<file path="config.mk">
export PLATFORM = sky130hd
export DESIGN_NAME = gamepad_command_state_flat
export DESIGN_NICKNAME = d
export VERILOG_FILES = /design/src/design/gcs_pkg.sv /design/src/design/gcs_cmd_if.sv /design/src/design/gcs_rpt_if.sv /design/src/design/gcs_cfg_if.sv /design/src/design/gcs_cfg.sv /design/src/design/gcs_axis.sv /design/src/design/gcs_core.sv /design/src/design/gamepad_command_state.sv /design/src/flat_wrapper.sv
export SDC_FILE = /design/constraint.sdc
export NUM_CORES = 1
export LEC_CHECK = 0
export BUFFER_PORTS_ARGS = -buffer_cell sky130_fd_sc_hd__buf_2
export CAP_MARGIN = 30
export CORE_MARGIN = 3
export CORE_UTILIZATION = 57
export DETAILED_ROUTE_END_ITERATION = 16
export GPL_TIMING_DRIVEN = 0
export PLACE_DENSITY = 0.8
export RECOVER_POWER = 25
export SETUP_SLACK_MARGIN = 0.3
export SKIP_LAST_GASP = 1
export SLEW_MARGIN = 20
export SYNTH_ARGS = -nofsm -noshare
export SYNTH_HDL_FRONTEND = slang
export SYNTH_SLANG_ARGS = --single-unit
</file>
<file path="constraint.sdc">
create_clock -name clk_i -period 4.5 [get_ports clk_i]
set_clock_uncertainty 0.05 [all_clocks]
set_input_delay 0.225 -clock clk_i [delete_from_list [all_inputs] [get_ports clk_i]]
set_output_delay 0.225 -clock clk_i [all_outputs]
set_load 0.005 [all_outputs]
</file>
<file path="src/design/gcs_pkg.sv">
// shared types, codes and constants of the gamepad command state block
package gcs_pkg;

  localparam int SAMPLE_BITS_DEF = 12;
  localparam int AXIS_BITS       = 12;
  localparam int ACTION_BITS     = 2;
  localparam int BUTTON_BITS     = 3;
  localparam int TIMER_BITS      = 10;
  localparam int BAND_BITS       = 11;
  localparam int POWER_BITS      = 7;
  localparam int STEP_BITS       = 7;
  localparam int MODE_BITS       = 2;
  localparam int CFG_INDEX_BITS  = 4;
  localparam int CFG_DATA_BITS   = 16;

  localparam logic [POWER_BITS-1:0] POWER_MAX = POWER_BITS'(100);
  localparam logic [TIMER_BITS-1:0] TIMER_MAX = '1;

  localparam logic [TIMER_BITS-1:0] COOL_TICKS_RST = TIMER_BITS'(250);
  localparam logic [BAND_BITS-1:0]  DEAD_BAND_RST  = BAND_BITS'(102);
  localparam logic [STEP_BITS-1:0]  FAST_STEP_RST  = STEP_BITS'(10);
  localparam logic [STEP_BITS-1:0]  SLOW_STEP_RST  = STEP_BITS'(1);

  typedef enum logic [ACTION_BITS-1:0] {
    ACT_TICK   = 2'd0,
    ACT_BUTTON = 2'd1,
    ACT_UPDATE = 2'd2
  } action_e;

  typedef enum logic [BUTTON_BITS-1:0] {
    BTN_POWER_UP   = 3'd0,
    BTN_POWER_DOWN = 3'd1,
    BTN_FACE       = 3'd2,
    BTN_RELOAD     = 3'd3,
    BTN_MOVE_MODE  = 3'd4,
    BTN_SHOT_COUNT = 3'd5,
    BTN_FIRE       = 3'd6
  } button_e;

  typedef enum logic [MODE_BITS-1:0] {
    CMD_IDLE = 2'd0,
    CMD_UP   = 2'd1,
    CMD_DOWN = 2'd2,
    CMD_FIRE = 2'd3
  } shot_cmd_e;

  typedef enum logic [CFG_INDEX_BITS-1:0] {
    CFG_COOL_TICKS = 4'd0,
    CFG_DEAD_BAND  = 4'd1,
    CFG_FAST_STEP  = 4'd2,
    CFG_SLOW_STEP  = 4'd3
  } cfg_idx_e;

  typedef struct packed {
    logic [TIMER_BITS-1:0] cool_ticks;
    logic [BAND_BITS-1:0]  dead_band;
    logic [STEP_BITS-1:0]  fast_step;
    logic [STEP_BITS-1:0]  slow_step;
  } cfg_t;

  typedef struct packed {
    logic [ACTION_BITS-1:0] action;
    logic [BUTTON_BITS-1:0] button;
    logic                   fast_held;
    logic                   up_held;
    logic                   down_held;
    logic                   stop_level;
  } cmd_t;

  typedef struct packed {
    logic                  stop_flag;
    logic [MODE_BITS-1:0]  move_mode;
    logic [MODE_BITS-1:0]  face_mode;
    logic [MODE_BITS-1:0]  shot_command;
    logic [MODE_BITS-1:0]  shot_count;
    logic [POWER_BITS-1:0] power_level;
    logic                  reload_flag;
  } status_t;

endpackage

</file>
<file path="src/design/gcs_cmd_if.sv">
// input channel: ticks, button edges and periodic updates
interface gcs_cmd_if #(
  parameter int SAMPLE_BITS = gcs_pkg::SAMPLE_BITS_DEF
);
  logic                               valid;
  logic                               ready;
  logic [gcs_pkg::ACTION_BITS-1:0]    action;
  logic [gcs_pkg::BUTTON_BITS-1:0]    button;
  logic                               fast_held;
  logic                               up_held;
  logic                               down_held;
  logic                               stop_level;
  logic [SAMPLE_BITS-1:0]             stick_x;
  logic [SAMPLE_BITS-1:0]             stick_y;
  logic [SAMPLE_BITS-1:0]             stick_turn;

  modport source (
    output valid, action, button, fast_held, up_held, down_held, stop_level,
           stick_x, stick_y, stick_turn,
    input  ready
  );
  modport sink (
    input  valid, action, button, fast_held, up_held, down_held, stop_level,
           stick_x, stick_y, stick_turn,
    output ready
  );
endinterface

</file>
<file path="src/design/gcs_rpt_if.sv">
// report channel: one transaction per periodic update
interface gcs_rpt_if;
  logic                                   valid;
  logic                                   ready;
  logic                                   stop_flag;
  logic [gcs_pkg::MODE_BITS-1:0]          move_mode;
  logic [gcs_pkg::MODE_BITS-1:0]          face_mode;
  logic [gcs_pkg::MODE_BITS-1:0]          shot_command;
  logic [gcs_pkg::MODE_BITS-1:0]          shot_count;
  logic [gcs_pkg::POWER_BITS-1:0]         power_level;
  logic                                   reload_flag;
  logic signed [gcs_pkg::AXIS_BITS-1:0]   move_x;
  logic signed [gcs_pkg::AXIS_BITS-1:0]   move_y;
  logic signed [gcs_pkg::AXIS_BITS-1:0]   move_turn;

  modport source (
    output valid, stop_flag, move_mode, face_mode, shot_command, shot_count,
           power_level, reload_flag, move_x, move_y, move_turn,
    input  ready
  );
  modport sink (
    input  valid, stop_flag, move_mode, face_mode, shot_command, shot_count,
           power_level, reload_flag, move_x, move_y, move_turn,
    output ready
  );
endinterface

</file>
<file path="src/design/gcs_cfg_if.sv">
// configuration write channel
interface gcs_cfg_if;
  logic                                valid;
  logic                                ready;
  logic [gcs_pkg::CFG_INDEX_BITS-1:0]  index;
  logic [gcs_pkg::CFG_DATA_BITS-1:0]   data;

  modport source (output valid, index, data, input ready);
  modport sink   (input valid, index, data, output ready);
endinterface

</file>
<file path="src/design/gcs_cfg.sv">
// configuration register file
module gcs_cfg (
  input  logic          clk_i,
  input  logic          rst_ni,
  gcs_cfg_if.sink       cfg,
  output gcs_pkg::cfg_t cfg_o
);

  gcs_pkg::cfg_t regs_q, regs_d;

  assign cfg.ready = 1'b1;
  assign cfg_o     = regs_q;

  always_comb begin
    regs_d = regs_q;
    if (cfg.valid) begin
      unique case (gcs_pkg::cfg_idx_e'(cfg.index))
        gcs_pkg::CFG_COOL_TICKS: regs_d.cool_ticks = cfg.data[gcs_pkg::TIMER_BITS-1:0];
        gcs_pkg::CFG_DEAD_BAND:  regs_d.dead_band  = cfg.data[gcs_pkg::BAND_BITS-1:0];
        gcs_pkg::CFG_FAST_STEP:  regs_d.fast_step  = cfg.data[gcs_pkg::STEP_BITS-1:0];
        gcs_pkg::CFG_SLOW_STEP:  regs_d.slow_step  = cfg.data[gcs_pkg::STEP_BITS-1:0];
        default: ;
      endcase
    end
  end

  always_ff @(posedge clk_i or negedge rst_ni) begin
    if (!rst_ni) begin
      regs_q.cool_ticks <= gcs_pkg::COOL_TICKS_RST;
      regs_q.dead_band  <= gcs_pkg::DEAD_BAND_RST;
      regs_q.fast_step  <= gcs_pkg::FAST_STEP_RST;
      regs_q.slow_step  <= gcs_pkg::SLOW_STEP_RST;
    end else begin
      regs_q <= regs_d;
    end
  end

endmodule

</file>
<file path="src/design/gcs_axis.sv">
// stick axis scaling, centring and dead band
module gcs_axis #(
  parameter int SAMPLE_BITS = gcs_pkg::SAMPLE_BITS_DEF
) (
  input  logic [SAMPLE_BITS-1:0]              raw_i,
  input  logic [gcs_pkg::BAND_BITS-1:0]       dead_band_i,
  output logic signed [gcs_pkg::AXIS_BITS-1:0] axis_o
);

  localparam int AB = gcs_pkg::AXIS_BITS;

  logic [AB-1:0] scaled;
  logic [AB-1:0] centred;
  logic [AB-1:0] mag;

  if (SAMPLE_BITS >= AB) begin : g_down
    assign scaled = raw_i[SAMPLE_BITS-1 -: AB];
  end else begin : g_up
    assign scaled = {raw_i, {(AB-SAMPLE_BITS){1'b0}}};
  end

  // subtracting midscale flips the top bit
  assign centred = {~scaled[AB-1], scaled[AB-2:0]};
  assign mag     = centred[AB-1] ? (~centred + AB'(1)) : centred;
  assign axis_o  = (mag < AB'(dead_band_i)) ? '0 : $signed(centred);

endmodule

</file>
<file path="src/design/gcs_core.sv">
// command state: lockout timer, button effects and report status
module gcs_core (
  input  logic             clk_i,
  input  logic             rst_ni,
  input  logic             en_i,
  input  gcs_pkg::cmd_t    cmd_i,
  input  gcs_pkg::cfg_t    cfg_i,
  output gcs_pkg::status_t status_o
);

  localparam int PB = gcs_pkg::POWER_BITS;
  localparam int MB = gcs_pkg::MODE_BITS;

  logic [gcs_pkg::TIMER_BITS-1:0] timer_q, timer_d;
  logic [PB-1:0]                  power_q, power_d;
  logic [MB-1:0]                  face_q, face_d;
  logic [MB-1:0]                  mode_q, mode_d;
  logic [MB-1:0]                  count_q, count_d;
  logic [MB-1:0]                  command_q, command_d;
  logic                           reload_q, reload_d;
  logic                           clear_q, clear_d;

  logic [gcs_pkg::STEP_BITS-1:0]  step;
  logic [PB:0]                    power_sum;
  logic [MB-1:0]                  command_now;
  logic                           unlocked;

  assign step      = cmd_i.fast_held ? cfg_i.fast_step : cfg_i.slow_step;
  assign power_sum = {1'b0, power_q} + {1'b0, step};
  assign unlocked  = timer_q >= cfg_i.cool_ticks;

  // shot command as seen by the report of an update
  always_comb begin
    command_now = command_q;
    if (command_q != gcs_pkg::CMD_FIRE) begin
      if (cmd_i.up_held && !cmd_i.down_held) begin
        command_now = gcs_pkg::CMD_UP;
      end else if (cmd_i.down_held && !cmd_i.up_held) begin
        command_now = gcs_pkg::CMD_DOWN;
      end else if (!cmd_i.up_held && !cmd_i.down_held) begin
        command_now = gcs_pkg::CMD_IDLE;
      end
    end
  end

  always_comb begin
    timer_d   = timer_q;
    power_d   = power_q;
    face_d    = face_q;
    mode_d    = mode_q;
    count_d   = count_q;
    command_d = command_q;
    reload_d  = reload_q;
    clear_d   = clear_q;
    unique case (gcs_pkg::action_e'(cmd_i.action))
      gcs_pkg::ACT_TICK: begin
        if (timer_q != gcs_pkg::TIMER_MAX) begin
          timer_d = timer_q + 1'b1;
        end
      end
      gcs_pkg::ACT_BUTTON: begin
        if (unlocked && (cmd_i.button != {gcs_pkg::BUTTON_BITS{1'b1}})) begin
          timer_d = '0;
          case (gcs_pkg::button_e'(cmd_i.button))
            gcs_pkg::BTN_POWER_UP: begin
              power_d = (power_sum > {1'b0, gcs_pkg::POWER_MAX}) ? gcs_pkg::POWER_MAX
                                                                 : power_sum[PB-1:0];
            end
            gcs_pkg::BTN_POWER_DOWN: begin
              power_d = (step > power_q) ? '0 : power_q - step;
            end
            gcs_pkg::BTN_FACE: begin
              face_d = (face_q == MB'(3)) ? MB'(1) : face_q + 1'b1;
            end
            gcs_pkg::BTN_RELOAD: begin
              reload_d = 1'b1;
              clear_d  = 1'b1;
            end
            gcs_pkg::BTN_MOVE_MODE: begin
              mode_d = (mode_q >= MB'(2)) ? '0 : mode_q + 1'b1;
            end
            gcs_pkg::BTN_SHOT_COUNT: begin
              count_d = (count_q >= MB'(2)) ? '0 : count_q + 1'b1;
            end
            gcs_pkg::BTN_FIRE: begin
              command_d = gcs_pkg::CMD_FIRE;
              clear_d   = 1'b1;
            end
            default: ;
          endcase
        end
      end
      gcs_pkg::ACT_UPDATE: begin
        // pending clear lands after the report
        if (clear_q) begin
          reload_d  = 1'b0;
          command_d = gcs_pkg::CMD_IDLE;
          clear_d   = 1'b0;
        end else begin
          command_d = command_now;
        end
      end
      default: ;
    endcase
  end

  always_ff @(posedge clk_i or negedge rst_ni) begin
    if (!rst_ni) begin
      timer_q   <= '0;
      power_q   <= '0;
      face_q    <= '0;
      mode_q    <= '0;
      count_q   <= '0;
      command_q <= gcs_pkg::CMD_IDLE;
      reload_q  <= 1'b0;
      clear_q   <= 1'b0;
    end else if (en_i) begin
      timer_q   <= timer_d;
      power_q   <= power_d;
      face_q    <= face_d;
      mode_q    <= mode_d;
      count_q   <= count_d;
      command_q <= command_d;
      reload_q  <= reload_d;
      clear_q   <= clear_d;
    end
  end

  assign status_o.stop_flag    = cmd_i.stop_level;
  assign status_o.move_mode    = mode_q;
  assign status_o.face_mode    = face_q;
  assign status_o.shot_command = command_now;
  assign status_o.shot_count   = count_q;
  assign status_o.power_level  = power_q;
  assign status_o.reload_flag  = reload_q;

endmodule

</file>
<file path="src/design/gamepad_command_state.sv">
// top level: input register, command state, axis dead band and report register
// an update transaction passes the input register, then the report register, where its report is valid
// throughput: one transaction per cycle; an update waits only while the report
//   register is full and not being taken
// reset: config registers take their defaults, command state and valid flags clear; input and report data are not reset
module gamepad_command_state #(
  parameter int SAMPLE_BITS = gcs_pkg::SAMPLE_BITS_DEF
) (
  input  logic     clk_i,
  input  logic     rst_ni,
  gcs_cmd_if.sink  cmd,
  gcs_rpt_if.source rpt,
  gcs_cfg_if.sink  cfg
);

  localparam int AB = gcs_pkg::AXIS_BITS;

  gcs_pkg::cfg_t    cfg_regs;
  gcs_pkg::status_t status;

  logic                   in_valid_q, in_valid_d;
  gcs_pkg::cmd_t          in_cmd_q;
  logic [SAMPLE_BITS-1:0] in_x_q, in_y_q, in_turn_q;

  logic                   out_valid_q, out_valid_d;
  gcs_pkg::status_t       out_status_q;
  logic signed [AB-1:0]   out_x_q, out_y_q, out_turn_q;
  logic signed [AB-1:0]   axis_x, axis_y, axis_turn;

  logic in_take;
  logic is_update;
  logic out_free;
  logic advance;

  assign out_free  = !out_valid_q || rpt.ready;
  assign is_update = in_cmd_q.action == gcs_pkg::ACT_UPDATE;
  assign advance   = in_valid_q && (!is_update || out_free);
  assign cmd.ready = !in_valid_q || advance;
  assign in_take   = cmd.valid && cmd.ready;

  gcs_cfg u_cfg (
    .clk_i  (clk_i),
    .rst_ni (rst_ni),
    .cfg    (cfg),
    .cfg_o  (cfg_regs)
  );

  gcs_core u_core (
    .clk_i    (clk_i),
    .rst_ni   (rst_ni),
    .en_i     (advance),
    .cmd_i    (in_cmd_q),
    .cfg_i    (cfg_regs),
    .status_o (status)
  );

  gcs_axis #(.SAMPLE_BITS(SAMPLE_BITS)) u_axis_x (
    .raw_i       (in_x_q),
    .dead_band_i (cfg_regs.dead_band),
    .axis_o      (axis_x)
  );

  gcs_axis #(.SAMPLE_BITS(SAMPLE_BITS)) u_axis_y (
    .raw_i       (in_y_q),
    .dead_band_i (cfg_regs.dead_band),
    .axis_o      (axis_y)
  );

  gcs_axis #(.SAMPLE_BITS(SAMPLE_BITS)) u_axis_turn (
    .raw_i       (in_turn_q),
    .dead_band_i (cfg_regs.dead_band),
    .axis_o      (axis_turn)
  );

  always_comb begin
    in_valid_d = in_valid_q;
    if (in_take) begin
      in_valid_d = 1'b1;
    end else if (advance) begin
      in_valid_d = 1'b0;
    end
    out_valid_d = out_valid_q;
    if (advance && is_update) begin
      out_valid_d = 1'b1;
    end else if (rpt.ready) begin
      out_valid_d = 1'b0;
    end
  end

  always_ff @(posedge clk_i or negedge rst_ni) begin
    if (!rst_ni) begin
      in_valid_q  <= 1'b0;
      out_valid_q <= 1'b0;
    end else begin
      in_valid_q  <= in_valid_d;
      out_valid_q <= out_valid_d;
    end
  end

  always_ff @(posedge clk_i) begin
    if (in_take) begin
      in_cmd_q.action     <= cmd.action;
      in_cmd_q.button     <= cmd.button;
      in_cmd_q.fast_held  <= cmd.fast_held;
      in_cmd_q.up_held    <= cmd.up_held;
      in_cmd_q.down_held  <= cmd.down_held;
      in_cmd_q.stop_level <= cmd.stop_level;
      in_x_q              <= cmd.stick_x;
      in_y_q              <= cmd.stick_y;
      in_turn_q           <= cmd.stick_turn;
    end
    if (advance && is_update) begin
      out_status_q <= status;
      out_x_q      <= axis_x;
      out_y_q      <= axis_y;
      out_turn_q   <= axis_turn;
    end
  end

  assign rpt.valid        = out_valid_q;
  assign rpt.stop_flag    = out_status_q.stop_flag;
  assign rpt.move_mode    = out_status_q.move_mode;
  assign rpt.face_mode    = out_status_q.face_mode;
  assign rpt.shot_command = out_status_q.shot_command;
  assign rpt.shot_count   = out_status_q.shot_count;
  assign rpt.power_level  = out_status_q.power_level;
  assign rpt.reload_flag  = out_status_q.reload_flag;
  assign rpt.move_x       = out_x_q;
  assign rpt.move_y       = out_y_q;
  assign rpt.move_turn    = out_turn_q;

  a_stall_only_when_full: assert property (
    @(posedge clk_i) disable iff (!rst_ni)
    in_valid_q && !advance |-> out_valid_q && !rpt.ready
  ) else $error("input stage stalled with report register free");

  a_report_needs_update: assert property (
    @(posedge clk_i) disable iff (!rst_ni)
    !(advance && is_update) && !out_valid_q |=> !out_valid_q
  ) else $error("report raised without an update");

  a_power_limit: assert property (
    @(posedge clk_i) disable iff (!rst_ni)
    out_valid_q |-> out_status_q.power_level <= gcs_pkg::POWER_MAX
  ) else $error("reported power above limit");

  a_wrap_ranges: assert property (
    @(posedge clk_i) disable iff (!rst_ni)
    out_valid_q |-> (out_status_q.move_mode != 2'd3) && (out_status_q.shot_count != 2'd3)
  ) else $error("mode or shot count out of range");

endmodule
</file>
<file path="src/flat_wrapper.sv">
// flat-port wrapper written by rule: the top's interface ports become plain ports
module gamepad_command_state_flat 
#(
  parameter int SAMPLE_BITS = gcs_pkg::SAMPLE_BITS_DEF
)
  (clk_i, rst_ni, cmd_valid, cmd_action, cmd_button, cmd_fast_held, cmd_up_held, cmd_down_held, cmd_stop_level, cmd_stick_x, cmd_stick_y, cmd_stick_turn, cmd_ready, rpt_valid, rpt_stop_flag, rpt_move_mode, rpt_face_mode, rpt_shot_command, rpt_shot_count, rpt_power_level, rpt_reload_flag, rpt_move_x, rpt_move_y, rpt_move_turn, rpt_ready, cfg_valid, cfg_index, cfg_data, cfg_ready);
  gcs_cmd_if #(.SAMPLE_BITS(SAMPLE_BITS)) cmd_i ();
  gcs_rpt_if rpt_i ();
  gcs_cfg_if cfg_i ();
  input  logic clk_i;
  input  logic rst_ni;
  input wire logic [$bits(cmd_i.valid)-1:0] cmd_valid;
  input wire logic [$bits(cmd_i.action)-1:0] cmd_action;
  input wire logic [$bits(cmd_i.button)-1:0] cmd_button;
  input wire logic [$bits(cmd_i.fast_held)-1:0] cmd_fast_held;
  input wire logic [$bits(cmd_i.up_held)-1:0] cmd_up_held;
  input wire logic [$bits(cmd_i.down_held)-1:0] cmd_down_held;
  input wire logic [$bits(cmd_i.stop_level)-1:0] cmd_stop_level;
  input wire logic [$bits(cmd_i.stick_x)-1:0] cmd_stick_x;
  input wire logic [$bits(cmd_i.stick_y)-1:0] cmd_stick_y;
  input wire logic [$bits(cmd_i.stick_turn)-1:0] cmd_stick_turn;
  output wire logic [$bits(cmd_i.ready)-1:0] cmd_ready;
  output wire logic [$bits(rpt_i.valid)-1:0] rpt_valid;
  output wire logic [$bits(rpt_i.stop_flag)-1:0] rpt_stop_flag;
  output wire logic [$bits(rpt_i.move_mode)-1:0] rpt_move_mode;
  output wire logic [$bits(rpt_i.face_mode)-1:0] rpt_face_mode;
  output wire logic [$bits(rpt_i.shot_command)-1:0] rpt_shot_command;
  output wire logic [$bits(rpt_i.shot_count)-1:0] rpt_shot_count;
  output wire logic [$bits(rpt_i.power_level)-1:0] rpt_power_level;
  output wire logic [$bits(rpt_i.reload_flag)-1:0] rpt_reload_flag;
  output wire logic [$bits(rpt_i.move_x)-1:0] rpt_move_x;
  output wire logic [$bits(rpt_i.move_y)-1:0] rpt_move_y;
  output wire logic [$bits(rpt_i.move_turn)-1:0] rpt_move_turn;
  input wire logic [$bits(rpt_i.ready)-1:0] rpt_ready;
  input wire logic [$bits(cfg_i.valid)-1:0] cfg_valid;
  input wire logic [$bits(cfg_i.index)-1:0] cfg_index;
  input wire logic [$bits(cfg_i.data)-1:0] cfg_data;
  output wire logic [$bits(cfg_i.ready)-1:0] cfg_ready;
  assign cmd_i.valid = cmd_valid;
  assign cmd_i.action = cmd_action;
  assign cmd_i.button = cmd_button;
  assign cmd_i.fast_held = cmd_fast_held;
  assign cmd_i.up_held = cmd_up_held;
  assign cmd_i.down_held = cmd_down_held;
  assign cmd_i.stop_level = cmd_stop_level;
  assign cmd_i.stick_x = cmd_stick_x;
  assign cmd_i.stick_y = cmd_stick_y;
  assign cmd_i.stick_turn = cmd_stick_turn;
  assign cmd_ready = cmd_i.ready;
  assign rpt_valid = rpt_i.valid;
  assign rpt_stop_flag = rpt_i.stop_flag;
  assign rpt_move_mode = rpt_i.move_mode;
  assign rpt_face_mode = rpt_i.face_mode;
  assign rpt_shot_command = rpt_i.shot_command;
  assign rpt_shot_count = rpt_i.shot_count;
  assign rpt_power_level = rpt_i.power_level;
  assign rpt_reload_flag = rpt_i.reload_flag;
  assign rpt_move_x = rpt_i.move_x;
  assign rpt_move_y = rpt_i.move_y;
  assign rpt_move_turn = rpt_i.move_turn;
  assign rpt_i.ready = rpt_ready;
  assign cfg_i.valid = cfg_valid;
  assign cfg_i.index = cfg_index;
  assign cfg_i.data = cfg_data;
  assign cfg_ready = cfg_i.ready;
  gamepad_command_state #(.SAMPLE_BITS(SAMPLE_BITS)) u_core (.clk_i(clk_i), .rst_ni(rst_ni), .cmd(cmd_i), .rpt(rpt_i), .cfg(cfg_i));
endmodule
</file>
Word level (Yosys, flattened, before mapping):

Cells that the tools add are included.

* output and inout port bits: 56
* input port bits: 70
* register bits after elaboration: 162
* word-level logic and storage cells: 145

* bitwise gates (word level): 6
* magnitude comparators: 8
* reductions and logical operators: 36
* add/subtract/negate cells: 9
* multiplexer cells: 32
* equal/unequal tests: 21

Operators by type and width (count)
* 12-bit by 1-bit adder with 12-bit output (second input constant): 3
* 12-bit by 11-bit less-than comparator with 1-bit output: 3
* 12-bit two-way mux: 3
* 12-bit NOT: 3
* 4-bit AND reduction: 7
* 7-bit two-way mux: 3
* 10-bit two-way mux: 2
* 2-bit two-way mux: 10
* 10-bit case mux with 2 select lines: 1
* 2-bit inequality test (second input constant): 7
* 7-bit case mux with 2 select lines: 1
* 10-bit by 1-bit adder with 10-bit output (second input constant): 1
* 10-bit >= comparator: 1
* 10-bit inequality test (second input constant): 1
* 2-bit nonzero test: 5
* 3-bit equality test (second input constant): 3
* 1-bit two-way mux: 9
* 7-bit by 7-bit adder with 8-bit output: 1
* 4-bit by 2-bit equality test with 1-bit output (second input constant): 2
* 8-bit by 7-bit greater-than comparator with 1-bit output (second input constant): 1
* 2-bit AND reduction: 4
* 7-bit greater-than comparator: 1
* 1-bit logical AND: 7
* 7-bit subtractor: 1
* 18 further kinds: 32

Logic depth before layout (Yosys ltp):

Gate-level depths: netlist of the first run.

* word-level depth: 8
* mapped depth: 14
* mapped depth without buffers: 13

Cells and area by module:

Synthesis of the first run repeated with hierarchy kept, for this count alone.

* cells, all modules: 733
* area, all modules: 8859.7 um2

By module, submodules not included
* gamepad_command_state: cells each 109, area each 3070.4 um2, sequential area each 2992.9 um2, times used 1
* gcs_core: cells each 293, area each 2552.4 um2, sequential area each 675.6 um2, times used 1
* gcs_axis: cells each 84, area each 589.3 um2, sequential area each 0.0 um2, times used 3
* gcs_cfg: cells each 79, area each 1468.9 um2, sequential area each 892.1 um2, times used 1

Worst setup path before layout of the first run:

Ideal clock, no wire load.

* path kind: register -> register
* start: register u_core.in_turn_q[3]
* end: register u_core.out_turn_q[10], in the netlist u_core.rpt.move_turn[10] (data pin)
* library setup time: 255 ps
* setup slack: 1407 ps
* arrival time: 2788 ps
* data required time: 4195 ps
* cell stages (with the launch flop): 13
* clock period less this slack: 3093 ps
* buffers on the path: 1
* cell sequence: edfxtp_1 nor4_1 nand2_1 nor4_1 nor2_1 xor2_1 ha_1 and4_1 a221oi_1 a21boi_0 o21ai_0 clkbuf_1 and2_1

* word-level cells in the longest chain between the ends: 4

RTL lines
* start, declared: line gamepad_command_state.sv:23 `logic [SAMPLE_BITS-1:0] in_x_q, in_y_q, in_turn_q;`
* start signal, assigned: line gamepad_command_state.sv:110 `in_turn_q <= cmd.stick_turn;`
* 12-bit NOT: line gcs_axis.sv:24 `assign mag = centred[AB-1] ? (~centred + AB'(1)) : centred;`
* 12-bit by 1-bit adder with 12-bit output: line gcs_axis.sv:24
* 12-bit two-way mux (*): line gcs_axis.sv:24
* 12-bit by 11-bit less-than comparator with 1-bit output (*): line gcs_axis.sv:25 `assign axis_o = (mag < AB'(dead_band_i)) ? '0 : $signed(centred);`
* end signal, assigned: line gamepad_command_state.sv:116 `out_turn_q <= axis_turn;`
* end, declared: line gamepad_command_state.sv:27 `logic signed [AB-1:0] out_x_q, out_y_q, out_turn_q;`

Every way passes the cells marked *; elsewhere a longest branch is shown, timed or not.
A chain may end at the register's enable or synchronous reset.

Worst setup path after layout of the first run:

* start: register u_core.in_turn_q[3]
* end: register u_core.out_turn_q[5], in the netlist u_core.rpt.move_turn[5] (data pin)

Same word-level chain as after synthesis.

==> results of run 1 <==
[sequential cells by signal (all words and copies together), names as in the netlist, 2 cells and up]
| register | count |
|---|---|
| u_core.u_core.command_q | 2 |
| u_core.rpt.power_level | 7 |
| u_core.rpt.face_mode | 2 |
| u_core.in_cmd_q | 9 |
| u_core.u_core.mode_q | 2 |
| u_core.u_cfg.cfg_o | 35 |
| u_core.rpt.move_turn | 12 |
| u_core.u_core.power_q | 7 |
| u_core.rpt.shot_command | 2 |
| u_core.u_core.face_q | 2 |
| u_core.rpt.move_mode | 2 |
| u_core.rpt.move_x | 12 |
| u_core.u_core.count_q | 2 |
| u_core.rpt.shot_count | 2 |
| u_core.rpt.move_y | 12 |
| u_core.in_turn_q | 12 |
| u_core.in_x_q | 12 |
| u_core.u_core.timer_q | 10 |
| u_core.in_y_q | 12 |
[Yosys cell counts (all sizes together), types with 3 or more instances]
master,count,area [sq um]
nor3,15,75.07
xor2,35,306.5
o21bai,3,22.52
a21o,14,105.1
nor2,58,217.7
nand4,5,31.28
nand3,13,65.06
buf,3,23.77
nand2b,14,87.58
o211ai,5,37.54
a211oi,4,35.03
nor2b,19,118.9
a31oi,6,43.79
inv,51,191.4
and2,18,112.6
clkbuf,13,48.80
mux2,34,382.9
o21ai,38,190.2
ha,59,738.2
edfxtp,98,2943
mux2i,6,60.06
dfstp,13,341.6
nor3b,4,30.03
nor4,7,43.79
and3,5,31.28
nand2,34,127.6
and4,5,43.79
a21oi,37,185.2
dfrtp,51,1276
xnor2,7,61.31
[layout make-up]
type	count	area [sq um]
flip-flops and latches	162	4561
fillers	961	3754
multi-input cells	473	3457
repair buffers	173	1144
clock buffers	23	521.8
well taps	180	225.2
inverters	51	191.4
clock inverters	9	116.4
plain buffers	16	72.57
[layout by cell type, fill, tap and decap left out, types with 15 or more instances in the layout]
master,instances
nor2_1,58
clkbuf_16,20
buf_2,115
ha_1,59
dfrtp_1,51
edfxtp_1,98
xor2_1,35
o21ai_0,34
a21oi_1,37
nand2_1,34
dlygate4sd3_1,51
inv_1,50
clkbuf_1,20
nor3_1,15
and2_1,18
nor2b_1,18
mux2_2,34
[critical path: stages (launching register included)]
cell	delay (ns)
edfxtp_1	0.46
nor4_1	0.59
nand2_1	0.16
nor4_1	0.28
nor2_1	0.10
xor2_1	0.16
ha_1	0.30
and4_1	0.22
a221oi_1	0.28
a21boi_0	0.22
o21ai_0	0.16
clkbuf_1	0.22
and2_1	0.21
[report_power, final]
part	internal, mW	total (mW)	switching [mW]
combinational	0.370	0.831	0.461
sequential	1.76	1.85	0.0889
clock	0.936	1.52	0.585
[metal layers]
| metal | share of wire [%] | vias up | global-route usage, % |
|---|---|---|---|
| met4 | 1.7 | 0 | 7.950 |
| li1 | - | 2897 | - |
| met1 | 42 | 2967 | 31.25 |
| met2 | 51 | 200 | 42.28 |
| met5 | 0 | - | 0 |
| met3 | 5.2 | 35 | 5.768 |
[final timing paths]
path	start	to	slack, ns	depth (start not counted)
min in group asynchronous	rst_ni	u_core.u_core.command_q[1]	1.50	2
max reg2reg	u_core.in_turn_q[3]	u_core.rpt.move_turn[5]	0.87	12
max	u_core.in_turn_q[3]	u_core.rpt.move_turn[5]	0.87	12
max in group asynchronous	rst_ni	u_core.u_cfg.cfg_o[5]	0.89	2
min	cfg_data[4]	u_core.u_cfg.cfg_o[29]	0.03	3
min reg2reg	u_core.in_cmd_q[0]	u_core.rpt.stop_flag	0.37	0
[stage by stage]
stage	setup WS (ns)	cell area [sq um]
CTS	0.9457	10290
global placement	0.5080	9090
finish	0.8651	10290
global route	0.3048	10290
floorplan	1.407	8269
detailed placement	0.9595	9145
[cell families (layout without fill, tap and decap cells)]
group / Yosys count / count (layout) / share of synthesized area (%)
flip-flops: 162 / 162 / 55.15
adder cells (fa/ha/maj): 61 / 61 / 9.411
XOR/XNOR: 42 / 42 / 4.448
multiplexers: 40 / 40 / 5.356
other: 1 / 1 / 0.04535
AO/OA/AOI/OAI: 125 / 125 / 9.835
AND/OR/NAND/NOR: 204 / 204 / 12.56
buffers and inverters: 67 / 272 / 3.193
==> impl_metrics.toml, run 1 <==
[status]
outcome = "complete, but fails checks"
failed_checks = "capacitance limit, slew limit"

[layout]
number_of_standard_cells_in_the_layout_taps_in_and_fillers_out = 1087
post_route_cells_drive_above_1_share_pct = 22.93
flow.area_growth_from_synthesis_pct = 24.42
final_nets = 1025
n_antenna_cell = 0
postLayoutCoreUtil_pct = 73.27

[route]
drt_drc_violations_left = 0
routed_wirelength_um = 19060
avgViaCountPerCell = 5.611
vias = 6099
number_of_routed_nets_with_antenna_violations = 0
drt-initial-drc-count = 446
drt_pass1_iterations = 5
drt-wirelength-per-cell_um = 17.53

[setup_path]
arrival_ns = 3.76
worst_setup_path_end_kind = "flop"
critPathMaxFanout = 10
path_class = "reg -> reg"
timing.critical_path.required_ns = 4.63
timing.critical_path.from_type = "flop"

[yosys]
synthesis.instances = 702
post_synthesis_sequential_area_ratio_pct = 55.15
syn_area_per_cell_sq_um = 11.78
synth.distinct_cells = 60
synth.cell_area_sq_mm = 0.008269
synth_async_sr_flop_share_pct = 39.51
synth_edf_count = 98
mappedNetlistNets = 833
synth_seq_cells = 162
synth-main-ff-cell = "edfxtp_1"
synth_warnings = 0

[clock_network]
cts_hold_buf = 51
cts_buffers = 17
htreeDepth = 4
cts_setup_buffers = 0
post_cts.resized_instances = 0
cts_tree = "yes"
master_cell_of_the_clock_root_buffer = "clkbuf_16"
insertion_delay_ns = 0.42
numClockSinks = 162
path_clk_slew_ns = 0.06
maximum_buffer_depth_of_the_clock_tree = 2

[run]
maximum_capacitance_violations = 1

[die]
io_pins = 126
die_y_um = 126.4
start_util_pct = 58.89
design.die.area_sq_mm = 0.01599
coreArea_sq_mm = 0.01404
fp-row-count = 43
die_w_um = 126.4

[sta]
timing.final.hold_violations = 0
fin_worst_hold_slack_ns = 0.03062
tightest_slew_ns = 3.563
grt_setup_unrepaired = "no"
clock_period_minus_final_worst_setup_slack_ns = 3.635
fin_tns_setup_ns = 0
timing.max_slew.rel_slack_pct = -137.5
final-setup-viol-count = 0
min_period_over_period_pct = 80.77
drv_slew = 65
max_freq_mhz = 275.1

[placement]
dpl.hpwl_um = 13180
routabilityCongestion = 0.9389
placed_cells = 1004
io_buffers = 119

[grt]
first_pass_grt_wire_length_um = 31420
number_of_antenna_violations_at_the_first_check_in_global_routing = 0
global_route.overflow_total = 0
grt_total_usage_pct = 24.71
maximum_number_of_pins_on_one_net_before_global_route_repair = 65
grt_pass1_vias = 6353

[hold_path]
min_path_type = "in -> reg"

[pwr]
power.static_leakage_nw = 4.477
irDropWorstVdd_v = 0.0003092
power_density_mw_per_mm2 = 408.6
total_power_mw = 4.204
No activity file was read; power rests on OpenSTA's default activity.
==> run 2: changes to the inputs <==
Clock period 4.5 ns to 3.6 ns, I/O delays scaled along.
==> run 2 against run 1 <==
- largest cell class unchanged
- the run still ends with capacitance limit, slew limit left
- highest routed layer unchanged
- critical path type unchanged
- largest power group unchanged
- maximum frequency grew 13%
- sequential cell count did not move
- register-to-register slack worse by 0.48 ns
- final cell count up 1.5%
==> impl_metrics.toml, run 2 (synthesis results as in run 1) <==
[status]
outcome = "complete, but fails checks"
failed_checks = "capacitance limit, slew limit"

[clock_network]
htreeDepth = 4
insertion_delay_ns = 0.43
cts_buffers = 17
maximum_buffer_depth_of_the_clock_tree = 2
master_cell_of_the_clock_root_buffer = "clkbuf_16"
numClockSinks = 162
path_clk_slew_ns = 0.07
cts_tree = "yes"

[grt]
global_route.overflow_total = 0
grt_total_usage_pct = 25.14
maximum_number_of_pins_on_one_net_before_global_route_repair = 65
groute.layer.met1.usage_pct = 31.99
number_of_antenna_violations_at_the_first_check_in_global_routing = 0
top_usage_layer = "met2"
use_met3_pct = 5.768
first_pass_grt_wire_length_um = 31880
grt_use_met2_pct = 42.90
grt_pass1_vias = 6400

[hold_path]
min_path_type = "in -> reg"
worstHoldPathCells = 2
worst_hold_path.endpoint = "u_core.u_cfg.cfg_o[7]"
worstHoldStart = "cfg_data[0]"

[route]
number_of_routed_nets_with_antenna_violations = 0
drt-initial-drc-count = 528
drt_pass1_iterations = 6
drt_drc_violations_left = 0
routed_wirelength_um = 19830
vias = 6260
drt-wirelength-per-cell_um = 17.98
avgViaCountPerCell = 5.675

[die]
io_pins = 126
design.die.area_sq_mm = 0.01599
start_util_pct = 58.89
fp-row-count = 43
coreArea_sq_mm = 0.01404
die_y_um = 126.4
die_w_um = 126.4

[layout]
final_nets = 1041
n_antenna_cell = 0
finish.instance_area_sq_mm = 0.01055
most_frequent_cells_in_the_layout = "buf_2 (114), edfxtp_1 (98), ha_1 (59), nor2_1 (58), dlygate4sd3_1 (58)"
post_route_cells_drive_above_1_share_pct = 25.57
flow.area_growth_from_synthesis_pct = 27.57
final_common_cell = "buf_2"
largest_reg_flops = 35

[run]
maximum_capacitance_violations = 1

[sta]
drv_slew = 65
max_freq_mhz = 310.7
final-setup-viol-count = 0
tightest_slew_ns = 1.636
clock_period_minus_final_worst_setup_slack_ns = 3.218
post-route-worst-setup-slack_ns = 0.3818
min_period_over_period_pct = 89.39
timing.final.hold_violations = 0
grt_setup_unrepaired = "no"
timing.max_slew.rel_slack_pct = -9.086

[setup_path]
setup.reg_to_reg.worst_slack_ns = 0.38
path_class = "reg -> reg"
critPathMaxFanout = 10
worst_r2r_path_depth = 11
timing.rr.end = "u_core.rpt.move_x[11]"
timing.critical_path.required_ns = 3.70
timing.critical_path.from_type = "flop"
arrival_ns = 3.32
timing.rr.start = "u_core.in_x_q[6]"
worst_setup_path_end_kind = "flop"

[placement]
dpl.hpwl_um = 13180
io_buffers = 119
routabilityCongestion = 0.9389
placed_area_sq_mm = 0.009145
place_worst_setup_slack_ns = 0.05947

[pwr]
irDropWorstVdd_v = 0.0003889
power_density_mw_per_mm2 = 505.8
power.static_leakage_nw = 4.580
[run 2: changes by cell type in the layout (fill, tap and decap cells not counted), sizes merged]
cell	delta
buf	+10
clkbuf	-1
dlygate4sd3	+7
[run 2: timing repair]
item | CTS | global route
endpoints found under the setup margin | 34 | 38
cloned | 0 | 0
gates resized for setup | 8 | 26
hold buffers | 58 | 0
buffers inserted | 2 | 7
endpoints found under the hold margin | 114 | 0
pin swaps | 0 | 4
[run 2: layer usage]
metal	vias up	wire length, um
met4	0	384
li1	2926	-
met3	38	1219
met5	-	0
met1	3040	8230
met2	256	9996
[run 2: worst max path at each step]
stage	slack [ns]	cells after the start	endpoint	start
CTS	0.34	11	u_core.rpt.move_x[8]	u_core.in_x_q[4]
finish	0.38	11	u_core.rpt.move_x[11]	u_core.in_x_q[6]
global placement	-0.39	3	u_core.in_turn_q[2]	u_core.in_cmd_q[7]
floorplan	0.51	12	u_core.rpt.move_turn[10]	u_core.in_turn_q[3]
global route	0.27	11	u_core.rpt.move_x[11]	u_core.in_x_q[4]
detailed placement	0.06	13	u_core.rpt.move_y[6]	u_core.in_y_q[3]
[run 2: stage by stage]
stage	power (mW)	util (%)	hold WS, ns	cells	TNS [ns]
after floorplan	3.007	-	-0.1656	702	0
after global placement	3.242	64.73	0.3066	1001	-17.24
after detailed placement	3.321	65.13	0.2815	1004	0
after CTS	5.285	74.19	0.01728	1096	0
after global routing	5.600	75.12	0.01776	1103	0
final	5.336	75.12	0.03038	1103	0
[run 2: layout make-up]
class                      instances  area, sq um
multi-input combinational        473         3568
clock inverter                     9        116.4
inverter                          51        191.4
tap                              180        225.2
clock buffer                      23        521.8
sequential                       162         4561
fill                             918         3493
timing repair buffer             189         1281
buffer                            16        83.83
[run 2: critical path: stages (launching register included)]
cell,delay [ns]
edfxtp_1,0.49
nor4_4,0.38
nor3b_4,0.30
a21oi_1,0.12
xor2_1,0.17
ha_1,0.30
and4_1,0.23
a21oi_1,0.18
nand3_1,0.16
a31oi_2,0.25
clkbuf_4,0.26
nor2_1,0.06
[run 2: power by group]
part / switching, mW / internal [mW]
Combinational: 0.605 / 0.498
Clock: 0.741 / 1.17
Sequential: 0.117 / 2.20
==> run 3: changes to the inputs <==
Settings changed: CORE_UTILIZATION 57 to 58, PLACE_DENSITY 0.8 to 0.81, SYNTH_HIERARCHICAL set to 1.
==> run 3 against run 2 <==
- the run now ends clean
- clock power down 5%
- sequential cell count unchanged
- worst hold slack worse by 0.020 ns
- register-to-register slack about the same
- synthesized cell count up 4.4%
- setup slack better by 0.0061 ns
- sequential share of layout area down 1.1 points
- non-clock buffer count down 8
- largest power group unchanged
==> impl_metrics.toml, run 3 <==
[route]
drt-initial-drc-count = 410
drt_pass1_iterations = 5
avgViaCountPerCell = 5.691
route.met3.wl_um = 900
drt-wirelength-per-cell_um = 17.07
drt_drc_violations_left = 0
vias = 6408
routed_wirelength_um = 19220
number_of_routed_nets_with_antenna_violations = 0
highest_signal_layer_in_the_routed_design = "met4"
route.layer.met1.wl_um = 8112
met2WireLength_um = 9964

[layout]
flow.area_growth_from_synthesis_pct = 22.16
most_frequent_cells_in_the_layout = "buf_2 (115), edfxtp_1 (98), inv_1 (67), ha_1 (59), dlygate4sd3_1 (56)"
final_nets = 1060
n_fill_cell = 1028
post_route_cells_drive_above_1_share_pct = 24.20
n_antenna_cell = 0
largest_reg_flops = 35
final_common_cell = "buf_2"
postLayoutCoreUtil_pct = 73.35

[pwr]
netSwitchingFraction_pct = 31.19
power_switching_mw = 1.935
power_density_mw_per_mm2 = 573.2
p_clk_share_pct = 29.2
irDropWorstVdd_v = 0.0004221
power.static_leakage_nw = 4.627
comb_power_share_pct = 30.2
power_frac_seq_pct = 40.6
p_int_mw = 4.269

[setup_path]
setup.reg_to_reg.worst_slack_ns = 0.39
critPathMaxFanout = 5
timing.critical_path.required_ns = 3.70
worst_path_largest_cell_delay_ns = 0.63
arrival_ns = 3.31
timing.critical_path.from_type = "flop"
crit_chain = "or4_1 -> nor3_1 -> a21oi_1 -> xor2_1 -> ha_1 -> a21oi_1 -> nand2_1 -> a311oi_2 -> a21boi_1"
worst_path_most_repeated_cell = "a21oi_1"
critPathSlowestCell = "or4_1"
worst_setup_path_end_kind = "flop"
path_class = "reg -> reg"

[yosys]
synth.most_common_cell = "edfxtp_1"
synth_seq_cells = 162
synth_warnings = 6
synth_async_sr_flop_share_pct = 39.51
netlist_top_cells_area = "edfxtp_1 (33%), dfrtp_1 (14%), ha_1 (8.3%)"
synth.distinct_cells = 87
post_synthesis_sequential_area_ratio_pct = 51.48
synth-main-ff-cell = "edfxtp_1"
mappedNetlistNets = 864
synthesis.instances = 733
syn_area_per_cell_sq_um = 12.09
synth.cell_area_sq_mm = 0.008860
post_synthesis_cell_type_with_the_largest_combined_area = "edfxtp_1"
synth_edf_count = 98
list_of_most_frequent_post_synthesis_cells = "edfxtp_1 (98), inv_1 (67), ha_1 (59)"
synth.top_cell.area_share_pct = 33.22

[grt]
maximum_number_of_pins_on_one_net_before_global_route_repair = 65
grt_pass1_vias = 6516
first_pass_grt_wire_length_um = 31390
grt_total_usage_pct = 23.78
number_of_antenna_violations_at_the_first_check_in_global_routing = 0
global_route.overflow_total = 0

[sta]
max_freq_mhz = 311.3
fin_tns_setup_ns = 0
tightest_slew_ns = 0.8161
clock_period_minus_final_worst_setup_slack_ns = 3.212
timing.max_slew.rel_slack_pct = 45.48
drv_slew = 0
final-setup-viol-count = 0
timing.final.hold_violations = 0
grt_setup_unrepaired = "yes"
min_period_over_period_pct = 89.22

[die]
io_pins = 126
die_y_um = 129.6
fp-row-count = 44
design.die.area_sq_mm = 0.01679
die_w_um = 129.6
start_util_pct = 60.05
coreArea_sq_mm = 0.01475

[placement]
routabilityCongestion = 0.8842
io_buffers = 119
dpl.hpwl_um = 13690

[clock_network]
cts_setup_buffers = 0
master_cell_of_the_clock_root_buffer = "clkbuf_16"
maximum_buffer_depth_of_the_clock_tree = 2
htreeDepth = 4
numClockSinks = 162
insertion_delay_ns = 0.42
cts_buffers = 17
path_clk_slew_ns = 0.06
cts_tree = "yes"

[run]
maximum_capacitance_violations = 0

[status]
outcome = "finished, final reports clean"

[hold_path]
min_path_type = "in -> reg"
## run 3: cell types whose count changed after synthesis, moves of 16 or more
| cell | previous run | this run |
|---|---|---|
| a21boi_1 | 0 | 27 |
| mux2_4 | 0 | 20 |
| nand2_1 | 34 | 14 |
| and2_1 | 18 | 1 |
| nor2_1 | 58 | 42 |
| inv_1 | 51 | 67 |
## run 3: power groups by stage
stage | Clock (mW) | Sequential [mW] | Combinational, mW
after floorplan | 0 | 2.47 | 1.39
after global placement | 0 | 2.54 | 1.70
after detailed placement | 0 | 2.56 | 1.80
after CTS | 1.85 | 2.52 | 1.87
after global routing | 1.93 | 2.56 | 2.10
final | 1.81 | 2.52 | 1.87
## run 3: area by class of cell
cell class                      instances  area [sq um]  area share (%)
Sequential cell                       162          4561           42.14
Multi-Input combinational cell        483          3890           35.94
Clock buffer                           22         454.2           4.197
Timing Repair Buffer                  177          1192           11.02
Tap cell                              184         230.2           2.127
Clock inverter                         10         135.1           1.249
Inverter                               68         255.2           2.358
Buffer                                 20         105.1          0.9711
## run 3: repair_timing
action | in CTS | in global routing
hold buffers | 55 | 1
hold endpoints to repair | 111 | 1
gates resized for setup | 2 | 9
endpoints found under the setup margin | 5 | 31
## run 3: final timing paths
check	start	cells after the start	endpoint
setup / recovery	u_core/in_y_q[5]	9	u_core/rpt.move_y[3]
hold reg to reg	u_core/u_core/face_q[1]	0	u_core/rpt.face_mode[1]
min in group asynchronous	rst_ni	2	u_core/u_core/reload_q
max in group asynchronous	rst_ni	2	u_core/u_cfg/cfg_o[23]
setup reg to reg	u_core/in_y_q[5]	9	u_core/rpt.move_y[3]
hold / removal	cfg_data[5]	2	u_core/u_cfg/cfg_o[30]
## run 3: metal layers
metal  up-vias  global-route usage (%)
met3        23                   5.853
met5         -                       0
li1       3094                       -
met2       199                   42.55
met1      3092                   28.53
met4         0                   6.785
## run 3: stage by stage
stage	cell area [sq um]	std cells	power (mW)	setup WS, ns	hold slack [ns]
finish	10820	1126	6.203	0.3879	0.01074
global route	10820	1126	6.593	0.2613	-0.01219
CTS	10880	1125	6.244	0.4160	0.004085
detailed placement	9737	1038	4.357	0.2065	0.2714
global placement	9688	1036	4.242	0.2914	0.3066
floorplan	8862	733	3.858	0.6982	-0.1656
## run 3: cells by family (layout without fill, tap and decap cells)
group | count (synthesis) | in the layout | synth area share, %
other | 1 | 1 | 0.04233
adder cells (fa/ha/maj) | 61 | 61 | 8.784
XOR/XNOR | 33 | 33 | 3.262
multiplexers | 54 | 54 | 7.584
buffers and inverters | 88 | 297 | 4.279
AO/OA/AOI/OAI | 155 | 155 | 12.34
flip-flops | 162 | 162 | 51.48
AND/OR/NAND/NOR | 179 | 179 | 12.23
## run 3: critical path: cells and delay by family (launching register included)
family          cells  cell delay, ns
xor+xnor            1            0.16
flops               1            0.50
fa+ha+maj           1            0.31
compound gates      4            0.86
simple gates        3            1.06
